## config.mk

```make
export PLATFORM = sky130hd
export DESIGN_NAME = deque_with_find_replace_unit
export DESIGN_NICKNAME = d
export VERILOG_FILES = /design/src/hdl/dwfr_pkg.sv /design/src/hdl/dwfr_ram.sv /design/src/hdl/deque_with_find_replace_unit.sv
export SDC_FILE = /design/constraint.sdc
export NUM_CORES = 2
export LEC_CHECK = 0
export BUFFER_PORTS_ARGS = -buffer_cell sky130_fd_sc_hd__buf_2
export CAP_MARGIN = 20
export CORE_MARGIN = 2
export CORE_UTILIZATION = 65
export DETAILED_ROUTE_END_ITERATION = 12
export GPL_TIMING_DRIVEN = 1
export PLACE_DENSITY = 0.82
export SYNTH_ARGS = -nofsm -noshare
export SYNTH_HDL_FRONTEND = slang
export SYNTH_SLANG_ARGS = --single-unit
export TNS_END_PERCENT = 30
```

## constraint.sdc

```tcl
create_clock -name clk -period 9.81 [get_ports clk]
set_clock_uncertainty 0.05 [all_clocks]
set_input_delay 0.4905 -clock clk [delete_from_list [all_inputs] [get_ports clk]]
set_output_delay 0.4905 -clock clk [all_outputs]
set_load 0.005 [all_outputs]
```

## src/hdl/dwfr_pkg.sv

```systemverilog
`timescale 1ns / 1ps

package dwfr_pkg;

	localparam logic [2:0] OP_PUSH_FRONT = 3'd0;
	localparam logic [2:0] OP_PUSH_BACK  = 3'd1;
	localparam logic [2:0] OP_POP_FRONT  = 3'd2;
	localparam logic [2:0] OP_POP_BACK   = 3'd3;
	localparam logic [2:0] OP_FIND_REPL  = 3'd4;
	localparam logic [2:0] OP_SIZE       = 3'd5;

	typedef enum logic [1:0] {
		STAT_OK        = 2'd0,
		STAT_EMPTY     = 2'd1,
		STAT_FULL      = 2'd2,
		STAT_NOT_FOUND = 2'd3
	} status_t;

	typedef enum logic [1:0] {
		ST_IDLE,
		ST_POP_WAIT,
		ST_SCAN
	} state_t;

	typedef struct packed {
		logic [2:0]         op;
		logic signed [31:0] value;
		logic signed [31:0] new_value;
	} req_t;

	typedef struct packed {
		logic signed [31:0] result_value;
		status_t            status;
		logic [6:0]         count;
	} rsp_t;

endpackage

```

## src/hdl/dwfr_ram.sv

```systemverilog
`timescale 1ns / 1ps

module dwfr_ram #(
	parameter int DEPTH = 64,
	parameter int WIDTH = 32
) (
	input  logic                     clk,
	input  logic                     we,
	input  logic [$clog2(DEPTH)-1:0] waddr,
	input  logic [WIDTH-1:0]         wdata,
	input  logic                     re,
	input  logic [$clog2(DEPTH)-1:0] raddr,
	output logic [WIDTH-1:0]         rdata
);

	logic [WIDTH-1:0] mem [DEPTH];

	always_ff @(posedge clk) begin
		if (we) begin
			mem[waddr] <= wdata;
		end
	end

	always_ff @(posedge clk) begin
		if (re) begin
			rdata <= mem[raddr];
		end
	end

endmodule

```

## src/hdl/deque_with_find_replace_unit.sv

```systemverilog
`timescale 1ns / 1ps

// bounded double-ended queue held in a ring memory
// req channel: one beat per operation (push front/back, pop front/back,
//   find-replace, size); rsp channel: exactly one beat per request, in order,
//   carrying the popped word, a status code and the entry count after the op
// push, size and unused codes: response registered straight from the request
//   beat; the unit stays idle, so the next request is taken once the response register can drain
// pop: the ring memory read is registered, so a pop from a non-empty queue
//   passes through ST_POP_WAIT, which loads the read word into the response
// find-replace: one memory read per cycle walking front to back; the first
//   matching entry read ends the scan and is answered, a miss over n entries
//   answers after the last one is compared; requests are held off meanwhile
// requests are taken only while the response register is empty or being
//   drained in the same cycle; a stalled response holds its beat unchanged
// reset: queue empty, front slot zero, no response pending; memory contents
//   are not cleared and are only read after being written

module deque_with_find_replace_unit #(
	parameter int DEPTH      = 64,
	parameter int WORD_WIDTH = 32
) (
	input  logic          clk,
	input  logic          arst_n,
	input  logic          req_valid,
	output logic          req_ready,
	input  dwfr_pkg::req_t req,
	output logic          rsp_valid,
	input  logic          rsp_ready,
	output dwfr_pkg::rsp_t rsp
);

	import dwfr_pkg::*;

	localparam int AW = $clog2(DEPTH);
	localparam int CW = $clog2(DEPTH + 1);

	state_t state_q, state_d;
	logic [AW-1:0] front_q, front_d;
	logic [CW-1:0] count_q, count_d;
	logic [CW-1:0] rd_idx_q, rd_idx_d;
	logic cmp_valid_s1, cmp_valid_d;
	logic [AW-1:0] slot_s1;
	logic [WORD_WIDTH-1:0] key_q, repl_q;
	logic rsp_valid_q, rsp_load;
	rsp_t rsp_q, rsp_d;

	logic mem_we, mem_re;
	logic [AW-1:0] mem_waddr, mem_raddr;
	logic [WORD_WIDTH-1:0] mem_wdata, mem_rdata;

	logic accept, empty, full, match, more;
	logic [AW-1:0] front_m1, front_p1, back_slot, tail_slot, scan_slot;
	logic [CW-1:0] count_m1, count_p1;
	logic [WORD_WIDTH-1:0] in_word, in_repl;
	logic [31:0] pop_word;
	logic [WORD_WIDTH+31:0] in_word_ext, in_repl_ext, pop_ext;

	function automatic logic [AW-1:0] ring_add(input logic [AW-1:0] base,
			input logic [AW-1:0] off);
		logic [AW:0] s;
		s = {1'b0, base} + {1'b0, off};
		if (s >= (AW+1)'(DEPTH)) begin
			s = s - (AW+1)'(DEPTH);
		end
		return s[AW-1:0];
	endfunction

	dwfr_ram #(
		.DEPTH(DEPTH),
		.WIDTH(WORD_WIDTH)
	) u_ram (
		.clk  (clk),
		.we   (mem_we),
		.waddr(mem_waddr),
		.wdata(mem_wdata),
		.re   (mem_re),
		.raddr(mem_raddr),
		.rdata(mem_rdata)
	);

	assign req_ready = (state_q == ST_IDLE) && (!rsp_valid_q || rsp_ready);
	assign accept    = req_valid && req_ready;
	assign empty     = (count_q == '0);
	assign full      = (count_q == CW'(DEPTH));
	assign count_m1  = count_q - 1'b1;
	assign count_p1  = count_q + 1'b1;
	assign front_m1  = (front_q == '0) ? AW'(DEPTH - 1) : front_q - 1'b1;
	assign front_p1  = ring_add(front_q, AW'(1));
	assign back_slot = ring_add(front_q, count_m1[AW-1:0]);
	assign tail_slot = ring_add(front_q, count_q[AW-1:0]);
	assign scan_slot = ring_add(front_q, rd_idx_q[AW-1:0]);

	assign in_word_ext = {{WORD_WIDTH{req.value[31]}}, req.value};
	assign in_repl_ext = {{WORD_WIDTH{req.new_value[31]}}, req.new_value};
	assign in_word     = in_word_ext[WORD_WIDTH-1:0];
	assign in_repl     = in_repl_ext[WORD_WIDTH-1:0];
	assign pop_ext     = {32'b0, mem_rdata};
	assign pop_word    = pop_ext[31:0];

	assign match = cmp_valid_s1 && (mem_rdata == key_q);
	assign more  = (rd_idx_q < count_q);

	always_comb begin
		state_d = state_q;
		unique case (state_q)
			ST_IDLE: begin
				if (accept) begin
					if ((req.op == OP_POP_FRONT || req.op == OP_POP_BACK) && !empty) begin
						state_d = ST_POP_WAIT;
					end else if (req.op == OP_FIND_REPL) begin
						state_d = ST_SCAN;
					end
				end
			end
			ST_POP_WAIT: state_d = ST_IDLE;
			ST_SCAN: begin
				if (match || !more) begin
					state_d = ST_IDLE;
				end
			end
			default: state_d = ST_IDLE;
		endcase
	end

	always_comb begin
		front_d     = front_q;
		count_d     = count_q;
		rd_idx_d    = rd_idx_q;
		cmp_valid_d = 1'b0;
		mem_we      = 1'b0;
		mem_waddr   = front_m1;
		mem_wdata   = in_word;
		mem_re      = 1'b0;
		mem_raddr   = front_q;
		rsp_load    = 1'b0;
		rsp_d       = '{result_value: '0, status: STAT_OK, count: 7'(count_q)};
		unique case (state_q)
			ST_IDLE: begin
				rd_idx_d = '0;
				if (accept) begin
					unique case (req.op)
						OP_PUSH_FRONT: begin
							rsp_load = 1'b1;
							if (full) begin
								rsp_d.status = STAT_FULL;
							end else begin
								mem_we        = 1'b1;
								mem_waddr     = front_m1;
								front_d       = front_m1;
								count_d       = count_p1;
								rsp_d.count   = 7'(count_p1);
							end
						end
						OP_PUSH_BACK: begin
							rsp_load = 1'b1;
							if (full) begin
								rsp_d.status = STAT_FULL;
							end else begin
								mem_we        = 1'b1;
								mem_waddr     = tail_slot;
								count_d       = count_p1;
								rsp_d.count   = 7'(count_p1);
							end
						end
						OP_POP_FRONT: begin
							if (empty) begin
								rsp_load     = 1'b1;
								rsp_d.status = STAT_EMPTY;
							end else begin
								mem_re    = 1'b1;
								mem_raddr = front_q;
								front_d   = front_p1;
								count_d   = count_m1;
							end
						end
						OP_POP_BACK: begin
							if (empty) begin
								rsp_load     = 1'b1;
								rsp_d.status = STAT_EMPTY;
							end else begin
								mem_re    = 1'b1;
								mem_raddr = back_slot;
								count_d   = count_m1;
							end
						end
						OP_FIND_REPL: begin
							rd_idx_d = '0;
						end
						default: begin
							rsp_load = 1'b1;
						end
					endcase
				end
			end
			ST_POP_WAIT: begin
				rsp_load           = 1'b1;
				rsp_d.result_value = pop_word;
			end
			ST_SCAN: begin
				if (match) begin
					mem_we    = 1'b1;
					mem_waddr = slot_s1;
					mem_wdata = repl_q;
					rsp_load  = 1'b1;
				end else if (more) begin
					mem_re      = 1'b1;
					mem_raddr   = scan_slot;
					rd_idx_d    = rd_idx_q + 1'b1;
					cmp_valid_d = 1'b1;
				end else begin
					rsp_load     = 1'b1;
					rsp_d.status = STAT_NOT_FOUND;
				end
			end
			default: begin
				rd_idx_d = '0;
			end
		endcase
	end

	always_ff @(posedge clk or negedge arst_n) begin
		if (!arst_n) begin
			state_q      <= ST_IDLE;
			front_q      <= '0;
			count_q      <= '0;
			rd_idx_q     <= '0;
			cmp_valid_s1 <= 1'b0;
			rsp_valid_q  <= 1'b0;
		end else begin
			state_q      <= state_d;
			front_q      <= front_d;
			count_q      <= count_d;
			rd_idx_q     <= rd_idx_d;
			cmp_valid_s1 <= cmp_valid_d;
			if (rsp_load) begin
				rsp_valid_q <= 1'b1;
			end else if (rsp_ready) begin
				rsp_valid_q <= 1'b0;
			end
		end
	end

	always_ff @(posedge clk) begin
		if (rsp_load) begin
			rsp_q <= rsp_d;
		end
		if (accept) begin
			key_q  <= in_word;
			repl_q <= in_repl;
		end
		slot_s1 <= mem_raddr;
	end

	assign rsp_valid = rsp_valid_q;
	assign rsp       = rsp_q;

endmodule

```

==> results.yml <==
sta:
  fin_tns_setup_ns: 0
  max_freq_ghz: 0.1420
  slew_viol_final: 0
  fin_crit_sh_pct: 71.78
  tightest_slew_ns: 1.463
  rsz0062_at_grt: "no"
  slew_headroom_pct: 2.457
  hold_viol: 0
  min_period_ns: 7.042
  setup_violations: 0
global_route:
  grt-ovfl-total: 0
  grt.total_usage_pct: 41.44
  grt_use_met1_pct: 48.95
  grt_pass1_vias: 47820
  grt_pass1_wl_um: 372900
  antenna_found_initial: 21
  busiest_layer: "met2"
  grt_use_met2_pct: 62.89
  grt_use_met3_pct: 14.45
  grt_max_degree: 147
routing:
  vias: 48090
  wirelength_um: 270400
  firstDrtPassIters: 6
  drt-wirelength-per-cell_um: 43.97
  via_per_inst: 7.819
  drtAntennaViolNets: 0
  first_iter_violations: 10060
  drc: 0
setup_path:
  path_max_fanout: 19
  crit_type: "reg -> reg"
  cp-start-kind: "register"
  endpoint_kind: "register"
  cp.required_ns: 10.27
  arrival_ns: 7.50
finish:
  final_area_sq_um: 95640
  fin_nets: 4329
  synthToLayoutAreaGrowth_pct: 12.78
  multi_input_area_sq_um: 17890
  drive_gt1_share_pct: 27.15
  seq_area_sq_um: 66330
  fillCellCount: 6409
floorplanning:
  dieArea_sq_um: 133400
  core_sq_um: 129500
  row_count: 132
  pin_count: 114
  initial_core_util_pct: 65.49
  die_x_um: 365.2
  die_h_um: 365.2
logic_synthesis:
  ys_top_cells_by_area: "edfxtp_1, mux4_2, o22ai_1"
  netlist.top_cell.by_area: "edfxtp_1"
  synth.cell_area_sq_um: 84800
  async_flop_share_pct: 1.084
  yosysMostFrequentCell: "edfxtp_1"
  syn_avg_cell_area_sq_um: 21.79
  netlist.area_leader.share_pct: 77.37
  synth_edf_count: 2185
  synth_common_cells: "edfxtp_1, mux4_2, o22ai_1"
  yosys_warnings: 0
  ys_seq_elements: 2215
  syn_inst: 3892
  synth_cell_types: 66
  ys.flop_type: "edfxtp_1"
  synth.net_count: 3994
  yosysSeqAreaShare_pct: 78.22
clock_tree:
  clk_pin_slew_ns: 0.06
  cts_max_level: 4
  post-cts-setup-buffers: 0
  cts_tree: "yes"
  cts_resized: 0
  cts_hold_buf: 66
  clockBufferDepth: 3
  clk_latency_ns: 0.90
  clockRootBuffer: "clkbuf_16"
  numCtsBuffers: 202
  clock_sinks: 2215
power:
  report.power.total_mw: 28.84
  vdd_ir_drop_max_v: 0.0002551
  leakage_nw: 30.19
  powerDensity_nw_per_um2: 301.5
placement:
  io_buffers: 113
  gp_congestion: 0.9387
  placed_cell_area_sq_um: 88210
  dpl.hpwl_um: 127900
run:
  drv_cap: 0
outcome:
  outcome: "completed"
worst_hold_path:
  hold_path.class: "in -> reg"
-- critical path, stage by stage (launching register included) --
cell      delay (ns)
dfrtp_1         0.50
nor2_1          0.37
nand3_1         0.32
or3_1           0.44
nor2_1          0.57
nand2_1         0.36
a21o_1          0.35
a221oi_1        1.20
and2_1          0.34
nand2_1         0.64
nor2_4          0.98
buf_4           0.54
-- registers in the layout (all words and copies together) (netlist names), 7 cells and up --
| name | cells |
|---|---|
| count_q | 7 |
| key_q | 32 |
| rd_idx_q | 7 |
| repl_q | 32 |
| rsp | 41 |
| u_ram.mem | 2048 |
| u_ram.rdata | 32 |
-- metrics by stage --
step | setup slack [ns] | utilization [%] | std cells | hold slack [ns]
after detailed placement | 3.341 | 68.12 | 5697 | 0.4653
after global routing | 2.788 | 73.85 | 6144 | 0.1368
final | 2.768 | 73.86 | 6151 | 0.09325
after CTS | 3.299 | 73.82 | 6142 | 0.07177
after global placement | 3.550 | 68.12 | 5697 | 0.4759
after floorplan | 5.144 | - | 3892 | 0.1449
-- kinds of logic after synthesis --
family                     Yosys count  share of synthesized area (%)
xor gates and xnor gates            58                         0.5990
and+or+nand+nor                    477                          2.783
muxes                              517                          13.66
buffers and inverters              215                          1.390
AOI/OAI and AO/OA                  379                          2.865
DFF                               2215                          78.22
adders and majority gates           31                         0.4839
-- layout by cell type, fill, tap and decap left out, types with 7 or more instances in the layout --
cell	count
o22ai_1	258
nor3_1	12
nand2b_1	9
inv_1	23
clkinv_8	8
a21o_1	10
nand2_1	120
buf_4	133
nand2_2	33
ha_1	28
edfxtp_1	2185
dfrtp_1	24
mux4_2	512
clkbuf_16	204
xnor2_1	52
bufinv_16	25
and3_1	7
nand3b_1	7
clkbuf_1	36
o21ai_0	35
and2_1	36
a31oi_1	11
nor2b_1	7
nand4_1	11
or4_1	65
dlygate4sd3_1	66
a21oi_1	21
buf_2	113
clkinv_2	55
nand3_1	18
buf_12	9
clkinv_1	36
nor2_1	67
diode_2	7
nor2_4	64
-- power breakdown --
part | internal, mW | leakage [nW] | total, mW | switching (mW)
logic | 3.68 | 6.82 | 9.44 | 5.75
clock network | 4.53 | 3.31 | 8.22 | 3.69
registers | 10.8 | 20.1 | 11.2 | 0.360
total | 19.0 | 30.2 | 28.8 | 9.80
-- per-layer routing --
metal / vias to the layer above / part of all wire [%] / wire [um]
li1: 17090 / - / -
met3: 1438 / 15 / 40250
met5: - / 0.22 / 605
met1: 24030 / 29 / 78510
met4: 20 / 9.8 / 26570
met2: 5512 / 46 / 124500
-- layout make-up --
class	count	area share (%)
flip-flops and latches	2215	69.36
multi-input cells	1462	18.71
clock buffers	246	5.565
repair buffers	321	2.514
well taps	1742	2.279
clock inverters	133	1.460
inverters	25	0.09811
diodes	7	0.01831
-- path summary, 6_finish.rpt --
path,start,to,slack [ns],cells past startpoint
min in group asynchronous,arst_n,count_q[1]$_DFFE_PN0P_,0.18,2
worst min register to register,count_q[6]$_DFFE_PN0P_,count_q[6]$_DFFE_PN0P_,0.51,1
worst max register to register,state_q[1]$_DFFE_PN0P_,u_ram.mem[14][2]$_DFFE_PP_,2.77,11
worst max-delay path,state_q[1]$_DFFE_PN0P_,u_ram.mem[14][2]$_DFFE_PP_,2.77,11
worst min-delay path,req_valid,state_q[0]$_DFFE_PN0P_,0.09,3
max in group asynchronous,arst_n,rd_idx_q[2]$_DFFE_PN0P_,9.09,2
(Power assumes the default switching activity.)
